--- src/radix_conversion_to_digits_assert.svh ---
// Assertion macros for the radix conversion block.
`ifndef RADIX_CONVERSION_TO_DIGITS_ASSERT_SVH
`define RADIX_CONVERSION_TO_DIGITS_ASSERT_SVH

`ifndef SYNTH
`define RCD_ASSERT(lbl, clk, rstn, prop) \
  lbl: assert property (@(posedge clk) disable iff (!rstn) prop) \
    else $error("rcd assertion failed");
`define RCD_ASSERT_ALWAYS(lbl, clk, prop) \
  lbl: assert property (@(posedge clk) prop) \
    else $error("rcd assertion failed");
`else
`define RCD_ASSERT(lbl, clk, rstn, prop)
`define RCD_ASSERT_ALWAYS(lbl, clk, prop)
`endif

`endif

--- src/rcd_pkg.sv ---
// Shared types, constants and digit glyph function for the radix converter.
`timescale 1ns / 1ps
`default_nettype none
package rcd_pkg;

  localparam int unsigned VALUE_W = 31;
  localparam int unsigned RADIX_W = 6;
  localparam int unsigned DIGIT_W = 6;
  localparam int unsigned CHAR_W  = 7;
  localparam int unsigned STEP_W  = 5;

  localparam logic [RADIX_W-1:0] RADIX_MIN = 6'd2;
  localparam logic [RADIX_W-1:0] RADIX_MAX = 6'd36;
  localparam logic [STEP_W-1:0]  LAST_STEP = STEP_W'(VALUE_W - 1);

  localparam logic [CHAR_W-1:0]  CHAR_ZERO = 7'h30;
  localparam logic [CHAR_W-1:0]  CHAR_A    = 7'h41;
  localparam logic [DIGIT_W-1:0] DEC_LIMIT = 6'd10;

  typedef struct packed {
    logic               start;
    logic [VALUE_W-1:0] dividend;
    logic [RADIX_W-1:0] divisor;
  } rcd_div_req_t;

  typedef struct packed {
    logic               busy;
    logic               done;
    logic [VALUE_W-1:0] quotient;
    logic [DIGIT_W-1:0] remainder;
  } rcd_div_rsp_t;

  function automatic logic [CHAR_W-1:0] glyph(input logic [DIGIT_W-1:0] d);
    logic [CHAR_W-1:0] c;
    if (d < DEC_LIMIT) begin
      c = CHAR_ZERO + CHAR_W'(d);
    end else if (d < RADIX_MAX) begin
      c = CHAR_A + CHAR_W'(d - DEC_LIMIT);
    end else begin
      c = '0;
    end
    return c;
  endfunction

endpackage
`default_nettype wire

--- src/rcd_div.sv ---
// Bit-serial restoring divider: 31-bit dividend by 6-bit divisor, one bit per cycle.
`timescale 1ns / 1ps
`default_nettype none
`include "radix_conversion_to_digits_assert.svh"
module rcd_div
  import rcd_pkg::*;
(
  input  wire logic         clk_i,
  input  wire logic         rst_ni,
  input  wire rcd_div_req_t req_i,
  output rcd_div_rsp_t      rsp_o
);

  logic [VALUE_W-1:0] q_q, q_d;
  logic [DIGIT_W-1:0] rem_q, rem_d;
  logic [RADIX_W-1:0] div_q, div_d;
  logic [STEP_W-1:0]  step_q, step_d;
  logic               busy_q, busy_d;
  logic               done_q, done_d;
  logic [DIGIT_W:0]   trial;
  logic               ge;

  assign trial = {rem_q, q_q[VALUE_W-1]};
  assign ge    = (trial >= {1'b0, div_q});

  always_comb begin
    q_d    = q_q;
    rem_d  = rem_q;
    div_d  = div_q;
    step_d = step_q;
    busy_d = busy_q;
    done_d = 1'b0;
    if (req_i.start) begin
      q_d    = req_i.dividend;
      rem_d  = '0;
      div_d  = req_i.divisor;
      step_d = '0;
      busy_d = 1'b1;
    end else if (busy_q) begin
      q_d    = {q_q[VALUE_W-2:0], ge};
      rem_d  = ge ? DIGIT_W'(trial - {1'b0, div_q}) : trial[DIGIT_W-1:0];
      step_d = step_q + 1'b1;
      if (step_q == LAST_STEP) begin
        busy_d = 1'b0;
        done_d = 1'b1;
      end
    end
  end

  always_ff @(posedge clk_i or negedge rst_ni) begin
    if (!rst_ni) begin
      busy_q <= 1'b0;
      done_q <= 1'b0;
      step_q <= '0;
    end else begin
      busy_q <= busy_d;
      done_q <= done_d;
      step_q <= step_d;
    end
  end

  always_ff @(posedge clk_i) begin
    q_q   <= q_d;
    rem_q <= rem_d;
    div_q <= div_d;
  end

  assign rsp_o.busy      = busy_q;
  assign rsp_o.done      = done_q;
  assign rsp_o.quotient  = q_q;
  assign rsp_o.remainder = rem_q;

  `RCD_ASSERT(a_start_idle, clk_i, rst_ni, req_i.start |-> !busy_q)
  `RCD_ASSERT(a_done_after_busy, clk_i, rst_ni, done_q |-> $past(busy_q) && !busy_q)
  `RCD_ASSERT(a_divisor_ok, clk_i, rst_ni, busy_q |-> (div_q >= RADIX_MIN) && (div_q <= RADIX_MAX))

endmodule
`default_nettype wire

--- src/radix_conversion_to_digits.sv ---
// Radix converter: converts a value into its digits in the given radix.
// Each digit takes a bit-serial division, then is stored and the next division restarts.
// Digits leave most significant first from a registered digit store, as the output allows.
// An invalid value or base yields its single error beat after acceptance.
// One input at a time; the next is accepted once the last digit or error is in the output register.
// rst_ni is asynchronous, active low; it clears control state, the digit store is not reset.
`timescale 1ns / 1ps
`default_nettype none
`include "radix_conversion_to_digits_assert.svh"
module radix_conversion_to_digits
  import rcd_pkg::*;
#(
  parameter int unsigned MAX_DIGITS = 32
) (
  input  wire logic        clk_i,
  input  wire logic        rst_ni,
  input  wire logic        s_axis_tvalid_i,
  output logic             s_axis_tready_o,
  input  wire logic [39:0] s_axis_tdata_i,  // [30:0] value, [36:31] radix, rest zero
  output logic             m_axis_tvalid_o,
  input  wire logic        m_axis_tready_i,
  output logic [15:0]      m_axis_tdata_o,  // [6:0] char_code, [12:7] digit_value, rest zero
  output logic             m_axis_tlast_o,
  output logic             m_axis_tuser_o   // [0] error
);

  localparam int unsigned AW = (MAX_DIGITS > 1) ? $clog2(MAX_DIGITS) : 1;
  localparam logic [AW-1:0] TOP_IDX = AW'(MAX_DIGITS - 1);

  localparam logic [2:0] ST_IDLE = 3'd0;
  localparam logic [2:0] ST_DIV  = 3'd1;
  localparam logic [2:0] ST_RD   = 3'd2;
  localparam logic [2:0] ST_WAIT = 3'd3;
  localparam logic [2:0] ST_ERR  = 3'd4;

  logic [2:0]         state_q, state_d;
  logic [AW-1:0]      idx_q, idx_d;
  logic [RADIX_W-1:0] radix_q, radix_d;

  logic               m_valid_q, m_valid_d;
  logic [CHAR_W-1:0]  char_q, char_d;
  logic [DIGIT_W-1:0] digit_q, digit_d;
  logic               last_q, last_d;
  logic               err_q, err_d;

  logic [DIGIT_W-1:0] store_q [MAX_DIGITS];
  logic [DIGIT_W-1:0] rd_data_q;
  logic               wr_en;

  rcd_div_req_t div_req;
  rcd_div_rsp_t div_rsp;

  logic [VALUE_W-1:0] in_value;
  logic [RADIX_W-1:0] in_radix;
  logic               in_bad;
  logic               accept;
  logic               out_free;

  assign in_value = s_axis_tdata_i[VALUE_W-1:0];
  assign in_radix = s_axis_tdata_i[VALUE_W+RADIX_W-1:VALUE_W];
  assign in_bad   = (in_value == '0) || (in_radix < RADIX_MIN) || (in_radix > RADIX_MAX);

  assign s_axis_tready_o = (state_q == ST_IDLE);
  assign accept   = s_axis_tvalid_i && s_axis_tready_o;
  assign out_free = !m_valid_q || m_axis_tready_i;

  rcd_div u_div (
    .clk_i  (clk_i),
    .rst_ni (rst_ni),
    .req_i  (div_req),
    .rsp_o  (div_rsp)
  );

  always_comb begin
    state_d   = state_q;
    idx_d     = idx_q;
    radix_d   = radix_q;
    m_valid_d = m_valid_q && !m_axis_tready_i;
    char_d    = char_q;
    digit_d   = digit_q;
    last_d    = last_q;
    err_d     = err_q;
    wr_en     = 1'b0;
    div_req.start    = 1'b0;
    div_req.dividend = in_value;
    div_req.divisor  = in_radix;

    unique case (state_q)
      ST_IDLE: begin
        if (accept) begin
          radix_d = in_radix;
          idx_d   = '0;
          if (in_bad) begin
            state_d = ST_ERR;
          end else begin
            div_req.start = 1'b1;
            state_d       = ST_DIV;
          end
        end
      end
      ST_DIV: begin
        if (div_rsp.done) begin
          wr_en = 1'b1;
          if (div_rsp.quotient == '0) begin
            state_d = ST_RD;
          end else if (idx_q == TOP_IDX) begin
            state_d = ST_ERR;
          end else begin
            idx_d            = idx_q + 1'b1;
            div_req.start    = 1'b1;
            div_req.dividend = div_rsp.quotient;
            div_req.divisor  = radix_q;
          end
        end
      end
      ST_RD: begin
        state_d = ST_WAIT;
      end
      ST_WAIT: begin
        if (out_free) begin
          m_valid_d = 1'b1;
          digit_d   = rd_data_q;
          char_d    = glyph(rd_data_q);
          last_d    = (idx_q == '0);
          err_d     = 1'b0;
          if (idx_q == '0) begin
            state_d = ST_IDLE;
          end else begin
            idx_d   = idx_q - 1'b1;
            state_d = ST_RD;
          end
        end
      end
      ST_ERR: begin
        if (out_free) begin
          m_valid_d = 1'b1;
          digit_d   = '0;
          char_d    = '0;
          last_d    = 1'b1;
          err_d     = 1'b1;
          state_d   = ST_IDLE;
        end
      end
      default: begin
        state_d = ST_IDLE;
      end
    endcase
  end

  always_ff @(posedge clk_i or negedge rst_ni) begin
    if (!rst_ni) begin
      state_q   <= ST_IDLE;
      idx_q     <= '0;
      m_valid_q <= 1'b0;
    end else begin
      state_q   <= state_d;
      idx_q     <= idx_d;
      m_valid_q <= m_valid_d;
    end
  end

  always_ff @(posedge clk_i) begin
    radix_q <= radix_d;
    char_q  <= char_d;
    digit_q <= digit_d;
    last_q  <= last_d;
    err_q   <= err_d;
  end

  always_ff @(posedge clk_i) begin
    if (wr_en) begin
      store_q[idx_q] <= div_rsp.remainder;
    end
    rd_data_q <= store_q[idx_q];
  end

  assign m_axis_tvalid_o = m_valid_q;
  assign m_axis_tdata_o  = {3'b000, digit_q, char_q};
  assign m_axis_tlast_o  = last_q;
  assign m_axis_tuser_o  = err_q;

  `RCD_ASSERT(a_err_single, clk_i, rst_ni, m_valid_q && err_q |-> last_q && (digit_q == '0))
  `RCD_ASSERT(a_glyph_match, clk_i, rst_ni, m_valid_q && !err_q |-> char_q == glyph(digit_q))
  `RCD_ASSERT(a_done_in_div, clk_i, rst_ni, div_rsp.done |-> state_q == ST_DIV)
  `RCD_ASSERT(a_div_only_in_div, clk_i, rst_ni, div_rsp.busy |-> state_q == ST_DIV)

endmodule
`default_nettype wire
--- config.mk ---
export PLATFORM = sky130hd
export DESIGN_NAME = radix_conversion_to_digits
export DESIGN_NICKNAME = d
export VERILOG_FILES = /design/src/rcd_pkg.sv /design/src/rcd_div.sv /design/src/radix_conversion_to_digits.sv
export VERILOG_INCLUDE_DIRS = /design/src /design/src/src
export SDC_FILE = /design/constraint.sdc
export NUM_CORES = 1
export LEC_CHECK = 0
export BUFFER_PORTS_ARGS = -buffer_cell sky130_fd_sc_hd__buf_2
export CAP_MARGIN = 20
export CORE_MARGIN = 2
export CORE_UTILIZATION = 60
export CTS_CLUSTER_DIAMETER = 60
export DETAILED_ROUTE_END_ITERATION = 16
export PLACE_DENSITY = 0.88
export SLEW_MARGIN = 20
export SYNTH_ARGS = -nofsm -noshare
export SYNTH_HDL_FRONTEND = slang
export SYNTH_SLANG_ARGS = --single-unit
--- constraint.sdc ---
create_clock -name clk_i -period 6.14 [get_ports clk_i]
set_clock_uncertainty 0.15 [all_clocks]
set_input_delay 0.921 -clock clk_i [delete_from_list [all_inputs] [get_ports clk_i]]
set_output_delay 0.921 -clock clk_i [all_outputs]
set_load 0.02 [all_outputs]
-- After elaboration in Yosys (flattened, before gate mapping)
Memories as Yosys holds them, arrays and structs flattened. A register that Yosys moved wholly into a read port is not among the register bits.
Cells that the tools add are included.
W data, S select, Z words.
- bits in writable memories: 192
- memories kept: 1
- flip-flop bits (word level): 80
- bits of input ports: 44
- reductions and logical operators: 20
- order comparisons: 5
- muxes and demuxes: 53
- equality and inequality tests: 15
- add/sub/neg operators: 7
- memories (memory ; words ; width ; read ports ; clocked after memory_dff ; write ports ; line ; text):
    store_q ; 32 ; 6 ; 1 ; 1 ; 1 ; radix_conversion_to_digits.sv:46 ; logic [DIGIT_W-1:0] store_q [MAX_DIGITS];
- operator list (cell ; count):
    $mux W38 ; 3
    $logic_not A31 Y1 ; 2
    $mux W31 ; 2
    $mux W5 ; 8
    $mux W37 ; 1
    $mux W7 ; 4
    $mux W3 ; 7
    $mux W6 ; 3
    $mux W1 ; 17
    $pmux W3 S5 ; 1
    $pmux W5 S3 ; 1
    $pmux W7 S2 ; 1
    $pmux W6 S2 ; 1
    $add A5 B1 Y5 const B ; 2
    $eq A5 B5 Y1 const B ; 2
    $ne A2 B2 Y1 const B ; 5
    $add A6 B6 Y7 const A ; 1
    $add A7 B7 Y7 const A ; 1
    $ge A7 B6 Y1 ; 1
    $reduce_and A7 Y1 ; 1
    $sub A6 B4 Y7 const B ; 1
    $eq A3 B2 Y1 const B ; 2
    $gt A6 B6 Y1 const B ; 1
    $lt A6 B2 Y1 const B ; 1
    22 further kinds ; 31

-- Logic depth before layout (Yosys ltp)
- depth in word-level cells: 8
- depth in mapped cells: 8
- depth with buffers taken out: 8

-- Cells and area by module
A second synthesis with hierarchy kept.
- cells, all modules: 776
- area total of the unflattened synthesis: 12371.9 µm²
- by module, submodules not included (module ; times used ; area an instance (µm²) ; cells each ; sequential area each (µm²)):
    radix_conversion_to_digits ; 1 ; 9978.3 ; 602 ; 6741.5
    rcd_div ; 1 ; 2393.5 ; 174 ; 1406.3

-- Worst setup path before layout
No wires, ideal clock.
- path kind: register -> register
- start point: register state_q[0]
- end point: register u_div.q_q[0], enable pin
- slack: 2.355 ns
- library setup time: 0.429 ns
- cell stages (with the launch flop): 6
- data arrival time: 3.205 ns
- required time: 5.561 ns
- path buffers: 0
- cell sequence: dfrtp_1 nor3_1 nand2_1 inv_1 nand2_1 a21oi_1
- cells in the longest elaborated chain, start to end: 6
- elaborated cells on any way between the ends: 8
- those cells by class: 2 x eq/ne; 2 x mux; 4 x reduce/logical
- ends and longest elaborated chain (element ; line ; text):
    from (decl) ; radix_conversion_to_digits.sv:36 ; logic [2:0] state_q, state_d;
    from (signal assigned) ; radix_conversion_to_digits.sv:156 ; state_q <= state_d;
    $logic_not A3 Y1 * ; radix_conversion_to_digits.sv:63 ; assign s_axis_tready_o = (state_q == ST_IDLE);
    via s_axis_tready_o ; radix_conversion_to_digits.sv:18 ; output logic s_axis_tready_o,
    $logic_and A1 B1 Y1 ; radix_conversion_to_digits.sv:64 ; assign accept = s_axis_tvalid_i && s_axis_tready_o;
    $mux W1 ; radix_conversion_to_digits.sv:90 ; if (accept) begin
    $pmux W1 S2 * ; radix_conversion_to_digits.sv:88 ; unique case (state_q)
    $ne A5 B5 Y1 (no line) / $reduce_bool A2 Y1 (equally long branches) ; -- ;
    $reduce_and A2 Y1 (no line) * ; -- ;
    to (signal assigned) ; rcd_div.sv:63 ; q_q <= q_d;
    to (decl) ; rcd_div.sv:14 ; logic [VALUE_W-1:0] q_q, q_d;
The timed path passes the listed nets; every way through them passes the cells marked *.
A chain may end at the register's enable or synchronous reset.

-- Worst setup path after layout
- start point: register idx_q[0]
- end point: register u_div.step_q[1]
- cells in the longest elaborated chain, start to end: 6
- elaborated cells on any way between the ends: 7
- those cells by class: 1 x eq/ne; 5 x mux; 1 x reduce/logical
- ends and longest elaborated chain (element ; line ; text):
    from (decl) ; radix_conversion_to_digits.sv:37 ; logic [AW-1:0] idx_q, idx_d;
    from (signal assigned) ; radix_conversion_to_digits.sv:157 ; idx_q <= idx_d;
    $eq A5 B5 Y1 * ; radix_conversion_to_digits.sv:106 ; end else if (idx_q == TOP_IDX) begin
    $mux W38 * ; radix_conversion_to_digits.sv:106 ;
    $mux W38 * ; radix_conversion_to_digits.sv:104 ; if (div_rsp.quotient == '0) begin
    $mux W38 * ; radix_conversion_to_digits.sv:102 ; if (div_rsp.done) begin
    $pmux W1 S2 * ; radix_conversion_to_digits.sv:88 ;
    $mux W5 / $reduce_bool A2 Y1 (equally long branches) ; -- ;
    to (signal assigned) ; rcd_div.sv:58 ; step_q <= step_d;
    to (decl) ; rcd_div.sv:17 ; logic [STEP_W-1:0] step_q, step_d;
Mark *: on every way between the ends. The rest lies on a longest branch, timed or not. The select of a mux whose other input is x is not followed.

==> impl_results.md <==
- H-Tree Depth: 1
- Netlist cell types: 61
- Multiplexer area fraction after synthesis: 12.6%
- Post-Synth XOR/XNOR Area: 0.741%
- F_max: 295 MHz
- Share of Yosys cell area claimed by the top area cell type: 63.5%
- Critical path cell sequence: nand2_1, or2_2, o31a_1, a22oi_4, inv_2, a211oi_1
- Setup CP Type: reg -> reg
- CP startpoint kind: register
- Remaining DRCs: 0
- Fin nets: 838
- Initial Util: 61.0%
- R2r worst-path depth: 6
- Vias: 6788
- N_diodes: 0
- GRT met2 Usage: 39.7%
- Total Routing Usage GR: 23.9%
- Largest family of logic cells by synthesized area: multiplexers
- Slowest CP cell: dfrtp_4
- Tot Pwr: 5.64 mW
- Post-Synthesis Cells: 718
- Number of antenna violations at the first check in global routing: 0
- Critical R2R Capture: u_div.step_q[1]$_DFFE_PN0P_
- Pwr/cell area: 427 nW/um^2
- Grt total ovfl: 0
- Post-DR wirelength/cell: 22.7 um
- Met1 Use GR: 33.6%
- Vias in the first global route: 6644
- Crit. End Element: register
- Final hold violations: 0
- Largest cells by area after synthesis: edfxtp_1 (63%), mux4_2 (8.8%), dfrtp_1 (3.4%), a22o_1 (2.6%), mux2i_1 (2.3%)
- Worst-Margin Slew: 0.998 ns
- Max Cap Viol: 0
- Syn Area/Cell: 16.5 sq um
- R2r setup slk: 2.76 ns
- Switching Share: 28.3%
- Worst EP arrival: 3.66 ns
- Setup TNS: 0 ns
- Seq pwr share: 50.8%
- Clock Power Share: 29.5%
- Synth Area in Compound Gates: 6.50%
- CTS max path bufs: 3
- Clk pin slew, worst setup/hold paths: 0.07 ns
- # IOs: 64
- CTS tree: built
- Worst vdd ir: 0.310 mV
- Routability congestion estimate: 0.837
- CP bufs+invs: 1
- FP Rows: 51
- HP Class: in -> async
- Part of the Yosys area used for sequential elements: 68.9%
- Fill cell count: 1179
- Post-synthesis cell area: 11800 sq um
- DRT Pass-1 Iters: 5
- Via density: 6.39
- Post-CTS Resized: 0
- Ys flop type: edfxtp_1
- YS warnings: 0
- Final setup violation count: 0
- Die Wd: 144 um
- Area of the multi-input gates: 3440 sq um
- Most frequent cells after synthesis: edfxtp_1 (250), nor2_1 (70), mux4_2 (46), a22o_1 (35), nand2_1 (34)
- RSZ-0062 raised after global routing: no
- Antenna Nets Post-Route: 0
- Sink Count: 278
- M3 GR Usage: 3.18%
- Root Driver: clkbuf_16
- Setup bufs post-CTS: 0
- Area leader, netlist: edfxtp_1
- WL final: 24100 um
- DP HPWL: 15000 um
- Port bufs: 57
- Max-slew headroom: 33.1%
- Leak Pwr: 4.58 nW
- CP peak stage delay: 0.71 ns
- Core ar.: 19400 sq um
- Share of cells above drive strength 1: 22.2%
- Die Footprint: 20800 sq um
- Gate power share: 19.7%
- Critical Path RT: 6.41 ns
- Adder-Cell Fraction of Synth Area: 1.93%
- Reg area: 8160 sq um
- Crit path max-delay family: compound AO/OA/AOI/OAI gates
- Global-route wire length before repair: 37400 um
- EDFF count, synth: 250
- Hold-fix buffers, CTS: 0
- Synth Area in Simple Gates: 7.12%
- CTS buffer count: 27
- Die Ht: 144 um
- Largest net degree at the start of global routing: 56
- Async SR Flop Fraction: 5.76%
- Worst skew pair latency: 0.53 ns
- CP Max Fanout: 32
- Minimum clock period: 3.38 ns
- Internal Power: 4.04 mW
- Switch Pwr: 1.60 mW
- Pins Over Slew Limit: 0
- Reg-to-reg startpoint: idx_q[0]$_DFFE_PN0P_
- Final cycle utilization of the critical path: 55.1%
- Area Overhead vs Synth: 11.9%
- Status: complete, no violations
- Top-count cell post-synth: edfxtp_1
- Layer with the highest usage: met2
- Detailed Route Iter0 Violations: 657
- Yosys reg bits: 278
metrics by stage:
step           cells  utilization, %  instance area, sq um  setup slack (ns)  hold WS, ns
2_1_floorplan    720               -                 11800              2.36        0.355
3_3_place_gp    1013            63.5                 12300              2.62        0.373
3_5_place_dp    1013            63.5                 12300              2.58        0.398
4_1_cts         1062            68.2                 13200              2.77        0.159
5_1_grt         1062            68.2                 13200              2.52        0.188
6_report        1062            68.2                 13200              2.76        0.155
flip-flops by register name (all words and copies together) (netlist names), 3 cells and up:
register      cells
char_q            7
digit_q           6
idx_q             5
radix_q           6
rd_data_q         6
state_q           3
store_q         192
u_div.div_q       6
u_div.q_q        31
u_div.rem_q       6
u_div.step_q      5
layout make-up:
class / count / share of cell area (%)
clock buffers: 35 / 5.49
inverters: 18 / 0.511
multi-input cells: 389 / 26.0
clock inverters: 14 / 1.31
flip-flops and latches: 278 / 61.7
well taps: 265 / 2.51
repair buffers: 63 / 2.50
placed cells by master, fill, tap and decap left out, types with 6 or more instances in the layout:
master	count
inv_1	17
buf_2	57
a21oi_1	15
buf_4	6
nand2b_1	8
dfrtp_1	14
dfxtp_1	7
clkbuf_1	6
nand2_1	34
nor4_1	14
nor2b_1	11
mux4_2	46
xor2_1	6
a22o_1	35
nor3_1	7
ha_1	15
nand4_1	7
nor2_1	69
nand3_1	6
clkbuf_16	27
mux2_2	6
edfxtp_1	250
mux2i_1	27
o21ai_0	8
routing by layer:
layer  part of all wire, %  vias to the layer above
met5                     0                        -
met2                    51                      362
met4                   2.7                        0
li1                      -                     2964
met3                   7.4                       60
met1                    39                     3402
power by group through the flow:
stage / registers, mW / clock network, mW / logic, mW
global route: 2.91 / 1.74 / 1.22
detailed placement: 2.90 / 0 / 1.10
finish: 2.87 / 1.66 / 1.11
global placement: 2.87 / 0 / 1.06
floorplan: 2.75 / 0 / 0.891
CTS: 2.86 / 1.67 / 1.11
how the worst max path moves through the flow:
stage,cells after the start,endpoint,from
6_report,6,u_div.step_q[1]$_DFFE_PN0P_,idx_q[0]$_DFFE_PN0P_
5_1_grt,6,u_div.step_q[1]$_DFFE_PN0P_,idx_q[0]$_DFFE_PN0P_
4_1_cts,6,u_div.step_q[1]$_DFFE_PN0P_,idx_q[0]$_DFFE_PN0P_
3_5_place_dp,7,u_div.step_q[1]$_DFFE_PN0P_,s_axis_tdata_i[23]
3_3_place_gp,7,u_div.step_q[1]$_DFFE_PN0P_,s_axis_tdata_i[11]
2_1_floorplan,5,u_div.q_q[0]$_DFFE_PP_,state_q[0]$_DFFE_PN0P_
cells by family (layout without fill, tap and decap cells):
group / count (synthesis) / after routing
muxes: 84 / 84
buffers and inverters: 53 / 130
adders and majority gates: 17 / 17
xor gates and xnor gates: 10 / 10
and+or+nand+nor: 177 / 177
AOI/OAI and AO/OA: 98 / 98
other: 1 / 3
DFF: 278 / 278
No activity file was read; power rests on OpenSTA's default activity.
